## src/mtdr_pkg.sv

```systemverilog
// Package for the two-disjoint-rectangle maximum-sum block.
// Holds the shared widths, register indexes and the controller-to-datapath command word.
// No dependencies.
package mtdr_pkg;

    localparam int DEF_MAX_ROWS  = 8;
    localparam int DEF_MAX_COLS  = 8;
    localparam int DEF_CELL_BITS = 16;

    localparam int OUT_W      = 23;
    localparam int CFG_IDX_W  = 1;
    localparam int CFG_DATA_W = 4;

    // Field widths of the command word cover the largest grid allowed (32 by 32).
    localparam int IDX_W  = 5;
    localparam int ADDR_W = 10;

    localparam logic [CFG_IDX_W-1:0] REG_ROW_COUNT = 1'b0;
    localparam logic [CFG_IDX_W-1:0] REG_COL_COUNT = 1'b1;

    typedef struct packed {
        logic              wr_en;
        logic [ADDR_W-1:0] wr_addr;
        logic              rd_en;
        logic [ADDR_W-1:0] rd_addr;
        logic              clr_max;
        logic              clr_col;
        logic              acc_col;
        logic              rect;
        logic              first;
        logic [IDX_W-1:0]  row_top;
        logic [IDX_W-1:0]  row_bot;
        logic [IDX_W-1:0]  col_lft;
        logic [IDX_W-1:0]  col_rgt;
        logic              rpre;
        logic              rsuf;
        logic              cpre;
        logic              csuf;
        logic [IDX_W-1:0]  pidx;
        logic              load_out;
        logic              no_pair;
    } t_cmd;

endpackage

```

## src/mtdr_ifs.sv

```systemverilog
// Channel interfaces of the two-disjoint-rectangle maximum-sum block.
// Depends on mtdr_pkg for the result and configuration widths.
interface mtdr_in_if #(parameter int CELL_BITS = mtdr_pkg::DEF_CELL_BITS);
    logic                        valid;
    logic                        ready;
    logic signed [CELL_BITS-1:0] cell_value;
    logic                        last_cell;
    modport source (output valid, output cell_value, output last_cell, input ready);
    modport sink (input valid, input cell_value, input last_cell, output ready);
endinterface

interface mtdr_out_if;
    logic                               valid;
    logic                               ready;
    logic signed [mtdr_pkg::OUT_W-1:0]  best_sum;
    logic                               no_pair;
    modport source (output valid, output best_sum, output no_pair, input ready);
    modport sink (input valid, input best_sum, input no_pair, output ready);
endinterface

interface mtdr_cfg_if;
    logic                              valid;
    logic                              ready;
    logic [mtdr_pkg::CFG_IDX_W-1:0]    index;
    logic [mtdr_pkg::CFG_DATA_W-1:0]   data;
    modport source (output valid, output index, output data, input ready);
    modport sink (input valid, input index, input data, output ready);
endinterface

```

## src/max_two_disjoint_rect_sum.sv

```systemverilog
// Top level: largest sum of two disjoint rectangles in a streamed grid.
// Cells load at one word per cycle while the block is idle. After the word with last_cell is taken,
// for each top row the block reads each further row into the column sums, cell by cell, and scores
// every rectangle on that band of rows; then it runs the split scans and loads the result.
// Input is held off during the search; the result sits in an output register until taken.
// Synchronous active-low reset empties the load count, drops any pending word, sets counts to 8.
module max_two_disjoint_rect_sum #(
    parameter int MAX_ROWS  = mtdr_pkg::DEF_MAX_ROWS,
    parameter int MAX_COLS  = mtdr_pkg::DEF_MAX_COLS,
    parameter int CELL_BITS = mtdr_pkg::DEF_CELL_BITS
) (
    input logic         i_clk,
    input logic         i_rst_n,
    mtdr_in_if.sink     i_in,
    mtdr_out_if.source  o_out,
    mtdr_cfg_if.sink    i_cfg
);
    import mtdr_pkg::*;

    t_cmd cmd;

    mtdr_ctrl #(
        .MAX_ROWS (MAX_ROWS),
        .MAX_COLS (MAX_COLS)
    ) u_ctrl (
        .i_clk       (i_clk),
        .i_rst_n     (i_rst_n),
        .i_in_valid  (i_in.valid),
        .i_last_cell (i_in.last_cell),
        .o_in_ready  (i_in.ready),
        .i_out_ready (o_out.ready),
        .o_out_valid (o_out.valid),
        .i_cfg_valid (i_cfg.valid),
        .i_cfg_index (i_cfg.index),
        .i_cfg_data  (i_cfg.data),
        .o_cfg_ready (i_cfg.ready),
        .o_cmd       (cmd)
    );

    mtdr_dp #(
        .MAX_ROWS  (MAX_ROWS),
        .MAX_COLS  (MAX_COLS),
        .CELL_BITS (CELL_BITS)
    ) u_dp (
        .i_clk        (i_clk),
        .i_cell_value (i_in.cell_value),
        .i_cmd        (cmd),
        .o_best_sum   (o_out.best_sum),
        .o_no_pair    (o_out.no_pair)
    );

endmodule

```

## src/mtdr_ctrl.sv

```systemverilog
// Sequencer of the block: cell loading, rectangle enumeration and the split scans.
// Depends on mtdr_pkg for the command word and register indexes.
module mtdr_ctrl #(
    parameter int MAX_ROWS = mtdr_pkg::DEF_MAX_ROWS,
    parameter int MAX_COLS = mtdr_pkg::DEF_MAX_COLS
) (
    input  logic                             i_clk,
    input  logic                             i_rst_n,
    input  logic                             i_in_valid,
    input  logic                             i_last_cell,
    output logic                             o_in_ready,
    input  logic                             i_out_ready,
    output logic                             o_out_valid,
    input  logic                             i_cfg_valid,
    input  logic [mtdr_pkg::CFG_IDX_W-1:0]   i_cfg_index,
    input  logic [mtdr_pkg::CFG_DATA_W-1:0]  i_cfg_data,
    output logic                             o_cfg_ready,
    output mtdr_pkg::t_cmd                   o_cmd
);
    import mtdr_pkg::*;

    localparam int CAP = MAX_ROWS * MAX_COLS;
    localparam int LW  = $clog2(CAP + 1);
    localparam int RW  = (MAX_ROWS > 1) ? $clog2(MAX_ROWS) : 1;
    localparam int CW  = (MAX_COLS > 1) ? $clog2(MAX_COLS) : 1;
    localparam int PW  = (RW > CW) ? RW : CW;

    localparam logic [3:0] S_IDLE   = 4'd0;
    localparam logic [3:0] S_CLRMAX = 4'd1;
    localparam logic [3:0] S_CLRCOL = 4'd2;
    localparam logic [3:0] S_RD     = 4'd3;
    localparam logic [3:0] S_ACC    = 4'd4;
    localparam logic [3:0] S_RECT   = 4'd5;
    localparam logic [3:0] S_RPRE   = 4'd6;
    localparam logic [3:0] S_RSUF   = 4'd7;
    localparam logic [3:0] S_CPRE   = 4'd8;
    localparam logic [3:0] S_CSUF   = 4'd9;
    localparam logic [3:0] S_DONE   = 4'd10;

    logic [3:0]            r_state, n_state;
    logic [CFG_DATA_W-1:0] r_rows_cfg, n_rows_cfg, r_cols_cfg, n_cols_cfg;
    logic [RW-1:0]         r_rows_m1, n_rows_m1, r_i, n_i, r_k, n_k;
    logic [CW-1:0]         r_cols_m1, n_cols_m1, r_j, n_j, r_l, n_l, r_c, n_c;
    logic [PW-1:0]         r_p, n_p;
    logic [LW-1:0]         r_load, n_load;
    logic                  r_out_valid, n_out_valid;
    logic                  in_acc;

    assign o_in_ready  = (r_state == S_IDLE);
    assign o_cfg_ready = 1'b1;
    assign o_out_valid = r_out_valid;
    assign in_acc      = i_in_valid && (r_state == S_IDLE);

    always_ff @(posedge i_clk) begin
        if (!i_rst_n) begin
            r_state     <= S_IDLE;
            r_rows_cfg  <= CFG_DATA_W'(8);
            r_cols_cfg  <= CFG_DATA_W'(8);
            r_rows_m1   <= '0;
            r_cols_m1   <= '0;
            r_i         <= '0;
            r_k         <= '0;
            r_j         <= '0;
            r_l         <= '0;
            r_c         <= '0;
            r_p         <= '0;
            r_load      <= '0;
            r_out_valid <= 1'b0;
        end else begin
            r_state     <= n_state;
            r_rows_cfg  <= n_rows_cfg;
            r_cols_cfg  <= n_cols_cfg;
            r_rows_m1   <= n_rows_m1;
            r_cols_m1   <= n_cols_m1;
            r_i         <= n_i;
            r_k         <= n_k;
            r_j         <= n_j;
            r_l         <= n_l;
            r_c         <= n_c;
            r_p         <= n_p;
            r_load      <= n_load;
            r_out_valid <= n_out_valid;
        end
    end

    always_comb begin
        n_state     = r_state;
        n_rows_cfg  = r_rows_cfg;
        n_cols_cfg  = r_cols_cfg;
        n_rows_m1   = r_rows_m1;
        n_cols_m1   = r_cols_m1;
        n_i         = r_i;
        n_k         = r_k;
        n_j         = r_j;
        n_l         = r_l;
        n_c         = r_c;
        n_p         = r_p;
        n_load      = r_load;
        n_out_valid = r_out_valid;
        o_cmd       = '0;

        o_cmd.wr_addr = ADDR_W'(r_load);
        o_cmd.rd_addr = ADDR_W'(int'(r_k) * (int'(r_cols_m1) + 1) + int'(r_c));
        o_cmd.row_top = IDX_W'(r_i);
        o_cmd.row_bot = IDX_W'(r_k);
        o_cmd.col_lft = IDX_W'(r_j);
        o_cmd.col_rgt = IDX_W'(r_l);
        o_cmd.pidx    = IDX_W'(r_p);

        if (i_cfg_valid) begin
            unique case (i_cfg_index)
                REG_ROW_COUNT: n_rows_cfg = i_cfg_data;
                REG_COL_COUNT: n_cols_cfg = i_cfg_data;
                default:       n_rows_cfg = r_rows_cfg;
            endcase
        end

        if (r_out_valid && i_out_ready) begin
            n_out_valid = 1'b0;
        end

        unique case (r_state)
            S_IDLE: begin
                if (in_acc) begin
                    if (int'(r_load) < CAP) begin
                        o_cmd.wr_en = 1'b1;
                        n_load      = r_load + LW'(1);
                    end
                    if (i_last_cell) begin
                        n_load = '0;
                        // Out-of-range counts are clamped to 1..maximum.
                        if (r_rows_cfg == '0) begin
                            n_rows_m1 = '0;
                        end else if (int'(r_rows_cfg) > MAX_ROWS) begin
                            n_rows_m1 = RW'(MAX_ROWS - 1);
                        end else begin
                            n_rows_m1 = RW'(int'(r_rows_cfg) - 1);
                        end
                        if (r_cols_cfg == '0) begin
                            n_cols_m1 = '0;
                        end else if (int'(r_cols_cfg) > MAX_COLS) begin
                            n_cols_m1 = CW'(MAX_COLS - 1);
                        end else begin
                            n_cols_m1 = CW'(int'(r_cols_cfg) - 1);
                        end
                        n_state = S_CLRMAX;
                    end
                end
            end
            S_CLRMAX: begin
                o_cmd.clr_max = 1'b1;
                n_i           = '0;
                n_state       = S_CLRCOL;
            end
            S_CLRCOL: begin
                o_cmd.clr_col = 1'b1;
                n_k           = r_i;
                n_c           = '0;
                n_state       = S_RD;
            end
            S_RD: begin
                o_cmd.rd_en = 1'b1;
                n_state     = S_ACC;
            end
            S_ACC: begin
                o_cmd.acc_col = 1'b1;
                o_cmd.col_rgt = IDX_W'(r_c);
                if (r_c == r_cols_m1) begin
                    n_j     = '0;
                    n_l     = '0;
                    n_state = S_RECT;
                end else begin
                    n_c     = r_c + CW'(1);
                    n_state = S_RD;
                end
            end
            S_RECT: begin
                o_cmd.rect  = 1'b1;
                o_cmd.first = (r_l == r_j);
                if (r_l != r_cols_m1) begin
                    n_l = r_l + CW'(1);
                end else if (r_j != r_cols_m1) begin
                    n_j = r_j + CW'(1);
                    n_l = r_j + CW'(1);
                end else if (r_k != r_rows_m1) begin
                    n_k     = r_k + RW'(1);
                    n_c     = '0;
                    n_state = S_RD;
                end else if (r_i != r_rows_m1) begin
                    n_i     = r_i + RW'(1);
                    n_state = S_CLRCOL;
                end else begin
                    n_p     = '0;
                    n_state = S_RPRE;
                end
            end
            S_RPRE: begin
                o_cmd.rpre  = 1'b1;
                o_cmd.first = (r_p == '0);
                if (r_p != PW'(r_rows_m1)) begin
                    n_p = r_p + PW'(1);
                end else if (r_rows_m1 == '0) begin
                    n_p     = '0;
                    n_state = S_CPRE;
                end else begin
                    n_state = S_RSUF;
                end
            end
            S_RSUF: begin
                o_cmd.rsuf  = 1'b1;
                o_cmd.first = (r_p == PW'(r_rows_m1));
                if (r_p == PW'(1)) begin
                    n_p     = '0;
                    n_state = S_CPRE;
                end else begin
                    n_p = r_p - PW'(1);
                end
            end
            S_CPRE: begin
                o_cmd.cpre  = 1'b1;
                o_cmd.first = (r_p == '0);
                if (r_p != PW'(r_cols_m1)) begin
                    n_p = r_p + PW'(1);
                end else if (r_cols_m1 == '0) begin
                    n_state = S_DONE;
                end else begin
                    n_state = S_CSUF;
                end
            end
            S_CSUF: begin
                o_cmd.csuf  = 1'b1;
                o_cmd.first = (r_p == PW'(r_cols_m1));
                if (r_p == PW'(1)) begin
                    n_state = S_DONE;
                end else begin
                    n_p = r_p - PW'(1);
                end
            end
            S_DONE: begin
                // Wait here while an earlier word still sits in the output register.
                if (!r_out_valid || i_out_ready) begin
                    o_cmd.load_out = 1'b1;
                    o_cmd.no_pair  = (r_rows_m1 == '0) && (r_cols_m1 == '0);
                    n_out_valid    = 1'b1;
                    n_state        = S_IDLE;
                end
            end
            default: n_state = S_IDLE;
        endcase
    end

endmodule

```

## src/mtdr_dp.sv

```systemverilog
// Datapath of the block: grid memory, column sums, per-edge maxima and the result register.
// Depends on mtdr_pkg; driven by the command word from mtdr_ctrl.
module mtdr_dp #(
    parameter int MAX_ROWS  = mtdr_pkg::DEF_MAX_ROWS,
    parameter int MAX_COLS  = mtdr_pkg::DEF_MAX_COLS,
    parameter int CELL_BITS = mtdr_pkg::DEF_CELL_BITS
) (
    input  logic                               i_clk,
    input  logic signed [CELL_BITS-1:0]        i_cell_value,
    input  mtdr_pkg::t_cmd                     i_cmd,
    output logic signed [mtdr_pkg::OUT_W-1:0]  o_best_sum,
    output logic                               o_no_pair
);
    import mtdr_pkg::*;

    localparam int CAP    = MAX_ROWS * MAX_COLS;
    localparam int AW     = (CAP > 1) ? $clog2(CAP) : 1;
    localparam int RW     = (MAX_ROWS > 1) ? $clog2(MAX_ROWS) : 1;
    localparam int CW     = (MAX_COLS > 1) ? $clog2(MAX_COLS) : 1;
    localparam int PW     = (RW > CW) ? RW : CW;
    localparam int SUM_W  = CELL_BITS + AW + 1;
    localparam int PAIR_W = SUM_W + 1;
    localparam int EXT_W  = ((PAIR_W > OUT_W) ? PAIR_W : OUT_W) + 1;

    localparam logic signed [SUM_W-1:0]  SUM_MIN  = {1'b1, {(SUM_W-1){1'b0}}};
    localparam logic signed [PAIR_W-1:0] PAIR_MIN = {1'b1, {(PAIR_W-1){1'b0}}};
    localparam logic signed [EXT_W-1:0]  SAT_HI   = EXT_W'((64'sd1 <<< (OUT_W - 1)) - 64'sd1);
    localparam logic signed [EXT_W-1:0]  SAT_LO   = -EXT_W'(64'sd1 <<< (OUT_W - 1));

    logic signed [CELL_BITS-1:0] mem [CAP];
    logic signed [CELL_BITS-1:0] r_rdata;
    logic signed [SUM_W-1:0]     r_col [MAX_COLS];
    logic signed [SUM_W-1:0]     r_top [MAX_ROWS];
    logic signed [SUM_W-1:0]     r_bot [MAX_ROWS];
    logic signed [SUM_W-1:0]     r_lft [MAX_COLS];
    logic signed [SUM_W-1:0]     r_rgt [MAX_COLS];
    logic signed [SUM_W-1:0]     r_acc;
    logic signed [SUM_W-1:0]     r_run;
    logic signed [PAIR_W-1:0]    r_best;
    logic signed [OUT_W-1:0]     r_best_sum;
    logic                        r_no_pair;

    logic [RW-1:0]            ri, rk, rp, rpm1;
    logic [CW-1:0]            cj, cl, cp, cpm1;
    logic [PW-1:0]            pm1;
    logic signed [SUM_W-1:0]  acc_n;
    logic signed [SUM_W-1:0]  run_src, run_n;
    logic signed [SUM_W-1:0]  pair_lhs;
    logic signed [PAIR_W-1:0] cand;
    logic signed [EXT_W-1:0]  best_x;

    assign ri   = i_cmd.row_top[RW-1:0];
    assign rk   = i_cmd.row_bot[RW-1:0];
    assign cj   = i_cmd.col_lft[CW-1:0];
    assign cl   = i_cmd.col_rgt[CW-1:0];
    assign rp   = i_cmd.pidx[RW-1:0];
    assign cp   = i_cmd.pidx[CW-1:0];
    assign pm1  = i_cmd.pidx[PW-1:0] - PW'(1);
    assign rpm1 = pm1[RW-1:0];
    assign cpm1 = pm1[CW-1:0];

    assign acc_n = (i_cmd.first ? SUM_W'(0) : r_acc) + r_col[cl];

    // One scan step: a running maximum over the per-edge table selected by the command, and the pair sum it forms.
    always_comb begin
        priority if (i_cmd.rpre) begin
            run_src  = r_bot[rp];
            pair_lhs = r_bot[rp];
        end else if (i_cmd.rsuf) begin
            run_src  = r_top[rp];
            pair_lhs = r_bot[rpm1];
        end else if (i_cmd.cpre) begin
            run_src  = r_rgt[cp];
            pair_lhs = r_rgt[cp];
        end else begin
            run_src  = r_lft[cp];
            pair_lhs = r_rgt[cpm1];
        end
        run_n = (i_cmd.first || run_src > r_run) ? run_src : r_run;
        cand  = PAIR_W'(pair_lhs) + PAIR_W'(run_n);
    end

    assign best_x = EXT_W'(r_best);

    always_ff @(posedge i_clk) begin
        if (i_cmd.wr_en) begin
            mem[i_cmd.wr_addr[AW-1:0]] <= i_cell_value;
        end
        if (i_cmd.rd_en) begin
            r_rdata <= mem[i_cmd.rd_addr[AW-1:0]];
        end
    end

    always_ff @(posedge i_clk) begin
        if (i_cmd.clr_max) begin
            for (int n = 0; n < MAX_ROWS; n++) begin
                r_top[n] <= SUM_MIN;
                r_bot[n] <= SUM_MIN;
            end
            for (int n = 0; n < MAX_COLS; n++) begin
                r_lft[n] <= SUM_MIN;
                r_rgt[n] <= SUM_MIN;
            end
            r_best <= PAIR_MIN;
        end
        if (i_cmd.clr_col) begin
            for (int n = 0; n < MAX_COLS; n++) begin
                r_col[n] <= '0;
            end
        end
        if (i_cmd.acc_col) begin
            r_col[cl] <= r_col[cl] + SUM_W'(r_rdata);
        end
        if (i_cmd.rect) begin
            r_acc <= acc_n;
            if (acc_n > r_top[ri]) begin
                r_top[ri] <= acc_n;
            end
            if (acc_n > r_bot[rk]) begin
                r_bot[rk] <= acc_n;
            end
            if (acc_n > r_lft[cj]) begin
                r_lft[cj] <= acc_n;
            end
            if (acc_n > r_rgt[cl]) begin
                r_rgt[cl] <= acc_n;
            end
        end
        // The prefix scans overwrite each entry with the best rectangle ending at or before it.
        if (i_cmd.rpre) begin
            r_run     <= run_n;
            r_bot[rp] <= run_n;
        end
        if (i_cmd.cpre) begin
            r_run     <= run_n;
            r_rgt[cp] <= run_n;
        end
        if (i_cmd.rsuf || i_cmd.csuf) begin
            r_run <= run_n;
            if (cand > r_best) begin
                r_best <= cand;
            end
        end
        if (i_cmd.load_out) begin
            r_no_pair <= i_cmd.no_pair;
            if (i_cmd.no_pair) begin
                r_best_sum <= '0;
            end else if (best_x > SAT_HI) begin
                r_best_sum <= OUT_W'(SAT_HI);
            end else if (best_x < SAT_LO) begin
                r_best_sum <= OUT_W'(SAT_LO);
            end else begin
                r_best_sum <= OUT_W'(best_x);
            end
        end
    end

    assign o_best_sum = r_best_sum;
    assign o_no_pair  = r_no_pair;

endmodule

```

## src/flat_wrapper.sv

```systemverilog
// flat-port wrapper written by rule: the top's interface ports become plain ports
module max_two_disjoint_rect_sum_flat import mtdr_pkg::*;
#(
    parameter int MAX_ROWS  = mtdr_pkg::DEF_MAX_ROWS,
    parameter int MAX_COLS  = mtdr_pkg::DEF_MAX_COLS,
    parameter int CELL_BITS = mtdr_pkg::DEF_CELL_BITS
)
  (i_clk, i_rst_n, i_in_valid, i_in_cell_value, i_in_last_cell, i_in_ready, o_out_valid, o_out_best_sum, o_out_no_pair, o_out_ready, i_cfg_valid, i_cfg_index, i_cfg_data, i_cfg_ready);
  mtdr_in_if #(.CELL_BITS(CELL_BITS)) i_in_i ();
  mtdr_out_if o_out_i ();
  mtdr_cfg_if i_cfg_i ();
  input logic i_clk;
  input logic i_rst_n;
  input wire logic [$bits(i_in_i.valid)-1:0] i_in_valid;
  input wire logic [$bits(i_in_i.cell_value)-1:0] i_in_cell_value;
  input wire logic [$bits(i_in_i.last_cell)-1:0] i_in_last_cell;
  output wire logic [$bits(i_in_i.ready)-1:0] i_in_ready;
  output wire logic [$bits(o_out_i.valid)-1:0] o_out_valid;
  output wire logic [$bits(o_out_i.best_sum)-1:0] o_out_best_sum;
  output wire logic [$bits(o_out_i.no_pair)-1:0] o_out_no_pair;
  input wire logic [$bits(o_out_i.ready)-1:0] o_out_ready;
  input wire logic [$bits(i_cfg_i.valid)-1:0] i_cfg_valid;
  input wire logic [$bits(i_cfg_i.index)-1:0] i_cfg_index;
  input wire logic [$bits(i_cfg_i.data)-1:0] i_cfg_data;
  output wire logic [$bits(i_cfg_i.ready)-1:0] i_cfg_ready;
  assign i_in_i.valid = i_in_valid;
  assign i_in_i.cell_value = i_in_cell_value;
  assign i_in_i.last_cell = i_in_last_cell;
  assign i_in_ready = i_in_i.ready;
  assign o_out_valid = o_out_i.valid;
  assign o_out_best_sum = o_out_i.best_sum;
  assign o_out_no_pair = o_out_i.no_pair;
  assign o_out_i.ready = o_out_ready;
  assign i_cfg_i.valid = i_cfg_valid;
  assign i_cfg_i.index = i_cfg_index;
  assign i_cfg_i.data = i_cfg_data;
  assign i_cfg_ready = i_cfg_i.ready;
  max_two_disjoint_rect_sum #(.MAX_ROWS(MAX_ROWS), .MAX_COLS(MAX_COLS), .CELL_BITS(CELL_BITS)) u_core (.i_clk(i_clk), .i_rst_n(i_rst_n), .i_in(i_in_i), .o_out(o_out_i), .i_cfg(i_cfg_i));
endmodule
```

## config.mk

```make
export PLATFORM = sky130hd
export DESIGN_NAME = max_two_disjoint_rect_sum_flat
export DESIGN_NICKNAME = d
export VERILOG_FILES = /design/src/mtdr_pkg.sv /design/src/mtdr_ifs.sv /design/src/max_two_disjoint_rect_sum.sv /design/src/mtdr_ctrl.sv /design/src/mtdr_dp.sv /design/src/flat_wrapper.sv
export SDC_FILE = /design/constraint.sdc
export NUM_CORES = 2
export LEC_CHECK = 0
export BUFFER_PORTS_ARGS = -buffer_cell sky130_fd_sc_hd__clkbuf_2
export CELL_PAD_IN_SITES_DETAIL_PLACEMENT = 1
export CELL_PAD_IN_SITES_GLOBAL_PLACEMENT = 1
export CORE_UTILIZATION = 50
export DETAILED_ROUTE_END_ITERATION = 16
export HOLD_SLACK_MARGIN = 0.1
export PLACE_DENSITY = 0.8
export SYNTH_ARGS = -nofsm -noshare
export SYNTH_HDL_FRONTEND = slang
export SYNTH_SLANG_ARGS = --single-unit
```

## constraint.sdc

```tcl
create_clock -name i_clk -period 11.3 [get_ports i_clk]
set_clock_uncertainty 0.1 [all_clocks]
set_input_delay 2.26 -clock i_clk [delete_from_list [all_inputs] [get_ports i_clk]]
set_output_delay 2.26 -clock i_clk [all_outputs]
set_load 0.01 [all_outputs]
```

==> impl_metrics.csv <==
group,metric,value,unit
grt,grt_max_degree,87,
job,maxCapViolCount,0,
power,p_seq_share,33.3,%
critical_path,critPathLaunchType,"flip-flop",
power,internal-power,0.0187,W
route,drt_wl_total,343000,µm
route,drc,0,
power,switching_share,42.2,%
grt,grt_remaining_overflow,0,
sta,rsz0062_at_grt,"false",
cells_and_area,drive_gt1_share,24.1,%
yosys,synth_area_leaders,"edfxtp_1, mux4_2, nor2_1",
clocking,clk_pin_slew_worst_paths,60,ps
cells_and_area,nNetsFinal,6923,
sta,final.min_clock_period,10910,ps
placed_design,port_buffers,52,
grt,antenna_found_initial,30,
sta,max_freq,91.7,MHz
power,powerDensity,284,mW/mm²
critical_path,arrival,11330,ps
route,viasPerCell,6.88,
sta,period_share,96.5,%
clocking,cts_buffers,215,
die,die_w,453,µm
die,dieArea,0.206,mm²
power,switchingPower,0.0136,W
cells_and_area,seq_area,0.0626,mm²
critical_path,critPathTopFamily,"compound AO/OA/AOI/OAI gates",
run_status,status,"complete, no violations",
die,core-area,0.202,mm²
power,irDropWorstVdd,233,µV
critical_path,critPathSlowestCell,"dfxtp_1",
sta,tns,0,ps
yosys,yosysUniqueCellTypes,94,
clocking,clock-root-buffer,"clkbuf_16",
critical_path,slowest_delay,800,ps
critical_path,crit_type,"flip-flop to flip-flop",
sta,worstMarginPinSlew,1310,ps
yosys,synthTopCellsByCount,"edfxtp_1, nor2_1, mux4_2, clkbuf_1, mux2i_1",
route,vias,65500,
yosys,synth_edf_count,2030,
clocking,clk_latency,930,ps
power,clockPowerShare,22.0,%
cells_and_area,syn_to_final_growth,11.5,%
yosys,ys.flop_type,"edfxtp_1",
power,p_leak,37.7,nW
placed_design,gp_congestion,0.974,
die,pin_count,54,
clocking,clock_path_buffers,3,
power,combPwrFrac,44.7,%
route,wl_per_cell,36.0,µm
yosys,yosys_warnings,0,
sta,finalHoldViolCount,0,
grt,grtUsageTotal,33.4,%
die,die_y,453,µm
yosys,yosys.area.top_type,"edfxtp_1",
critical_path,required,11730,ps
route,drt_pre_antenna_iters,5,
critical_path,cp_max_fo,33,
clocking,htreeDepth,4,
yosys,syn_nets,6792,
placed_design,dp_hpwl,213000,µm
yosys,avgSynthCellArea,15.6,µm²
yosys,async_flop_share,0,%
critical_path,critPathBufInv,4,
sta,finalSetupViolations,0,
route,antenna_left,0,
grt,grt_pass1_vias,67800,
die,initial_utilization,50.4,%
sta,report.final.slew_viol_count,0,
yosys,netlist_instances,6528,
critical_path,cp-end-kind,"flip-flop",
yosys,ys_seq_area_share,61.4,%
sta,maxSlewHeadroom,12.6,%
clocking,cts_tree,"built",
grt,grt_pass1_wl,489000,µm
route,drt-initial-drc-count,8937,
clocking,cts.sinks,2110,
cells_and_area,fill_cells,18500,
yosys,yosysMostFrequentCell,"edfxtp_1",
die,rows,165,
yosys,yosys_register_bits,2110,
hold_path,min_path_type,"flip-flop to flip-flop",
sta,holdWs,375,ps
yosys,yosys.area.top_type_share,59.8,%
cells_and_area,multi_input_area,0.0376,mm²
critical_path,crit_top_cell,"nand2_1",
yosys,syn_area,0.102,mm²
## power groups by stage
stage	clock network, W	registers [W]	logic, W
global placement	0	0.0107	0.0135
CTS	0.00714	0.0107	0.0141
global route	0.00737	0.0108	0.0150
floorplan	0	0.0105	0.00821
detailed placement	0	0.0109	0.0139
finish	0.00710	0.0108	0.0144
## registers in the layout, summed over array words and instances (netlist names), 4 cells and up, named ones only
| signal | flops |
|---|---|
| u_core.u_dp.r_col | 184 |
| u_core.u_dp.r_top | 184 |
| u_core.u_dp.r_rgt | 184 |
| u_core.u_dp.r_run | 23 |
| u_core.u_dp.r_bot | 184 |
| u_core.u_dp.r_rdata | 16 |
| u_core.u_dp.o_best_sum | 23 |
| u_core.u_ctrl.r_load | 7 |
| u_core.u_ctrl.r_rows_cfg | 4 |
| u_core.u_dp.r_lft | 184 |
| u_core.u_dp.r_best | 24 |
| u_core.u_dp.r_acc | 23 |
| u_core.u_ctrl.r_state | 4 |
| u_core.u_dp.mem | 1024 |
| u_core.u_ctrl.r_cols_cfg | 4 |
## cells in the final DEF, fill, tap and decap left out, types with 14 or more instances in the layout
cell type / netlist / routed
a211oi_1: 35 / 34
a21o_1: 64 / 63
a21oi_1: 189 / 189
and2_1: 34 / 34
and3_1: 15 / 15
buf_12: 0 / 14
buf_4: 4 / 282
clkbuf_1: 291 / 60
clkbuf_16: 0 / 216
clkbuf_2: 0 / 51
clkinv_1: 1 / 47
clkinv_2: 0 / 23
dfxtp_1: 80 / 69
edfxtp_1: 2030 / 2030
ha_1: 230 / 227
inv_1: 129 / 129
mux2_2: 73 / 73
mux2i_1: 240 / 240
mux4_2: 816 / 816
nand2_1: 192 / 187
nand2b_1: 32 / 32
nand3_1: 70 / 65
nand4_1: 39 / 39
nor2_1: 1189 / 1181
nor2b_1: 53 / 52
nor3_1: 51 / 48
o211ai_1: 21 / 21
o21a_1: 39 / 39
o21ai_0: 106 / 106
o21ai_1: 16 / 16
or3_1: 19 / 19
or4_1: 14 / 14
xnor2_1: 51 / 39
xor2_1: 50 / 41
## cells by family after synthesis
logic type               Yosys count  share of synthesized area [%]
flip-flops                      2110                           61.4
AND/OR/NAND/NOR                 1756                           7.31
multiplexers                    1133                           21.3
AO/OA/AOI/OAI                    622                           3.96
buffers and inverters            565                           2.21
adder cells (fa/ha/maj)          239                           2.98
XOR/XNOR                         102                          0.884
other                              1                        0.00368
## layout make-up
cell class	count	share of cell area [%]
sequential	2110	55.1
multi-input combinational	3853	33.1
clock buffer	284	5.05
tap	2672	2.94
timing repair buffer	348	2.34
clock inverter	114	1.05
inverter	131	0.435
antenna	13	0.0286
## final timing paths
| check | from | end | slack [ps] | cells past startpoint |
|---|---|---|---|---|
| max | u_core.u_ctrl.r_state[3]$_SDFFE_PN0P_ | u_core.u_dp.r_lft[0][0]$_SDFFCE_PN0P_ | 390 | 26 |
| min reg2reg | u_core.u_ctrl.r_cols_cfg[2]$_SDFFE_PN0P_ | u_core.u_ctrl.r_cols_cfg[2]$_SDFFE_PN0P_ | 380 | 2 |
| min | u_core.u_ctrl.r_cols_cfg[2]$_SDFFE_PN0P_ | u_core.u_ctrl.r_cols_cfg[2]$_SDFFE_PN0P_ | 380 | 2 |
| max reg2reg | u_core.u_ctrl.r_state[3]$_SDFFE_PN0P_ | u_core.u_dp.r_lft[0][0]$_SDFFCE_PN0P_ | 390 | 26 |
## metrics by stage
stage / instances / cell area, µm² / total power [W] / util (%) / setup WS, ps
floorplan: 6528 / 102000 / 0.0187 / - / 2740
global placement: 9113 / 107000 / 0.0242 / 52.7 / 760
detailed placement: 9113 / 107000 / 0.0247 / 52.7 / 354
CTS: 9511 / 114000 / 0.0319 / 56.1 / 48.0
global route: 9518 / 114000 / 0.0332 / 56.1 / 111
finish: 9525 / 114000 / 0.0323 / 56.2 / 391
## what timing repair did
item                                   4_1_cts  5_1_grt
gates resized for setup                      0        2
endpoints found under the hold margin        0        0
hold buffers                                 0        0
setup endpoints to repair                    0      152
buffers inserted                             0        0
## worst register-to-register path, stage by stage (launching register included)
cell,delay [ps]
dfxtp_1,800
or4b_1,530
nand2_1,290
nand2_8,400
mux4_2,580
mux2_2,310
ha_1,240
inv_1,90
fa_1,260
nor2b_1,90
o31ai_1,340
a21oi_1,280
a21boi_2,380
o21ai_0,230
o41ai_1,720
xor2_2,720
inv_4,350
ha_1,690
nand4_1,200
nor3_1,640
nand2_1,220
a211oi_2,530
o21ai_0,270
a2111o_1,410
buf_4,260
nand2_1,180
buf_4,400
## routing by layer
layer  routed length [µm]  vias to the layer above  track usage [%]
li1                     -                    25800                -
met1               123000                    34100             43.3
met2               162000                     4639             52.4
met3                36700                      967             7.17
met4                21600                       20             18.8
met5                  129                        -                0
(Power assumes the default switching activity.)
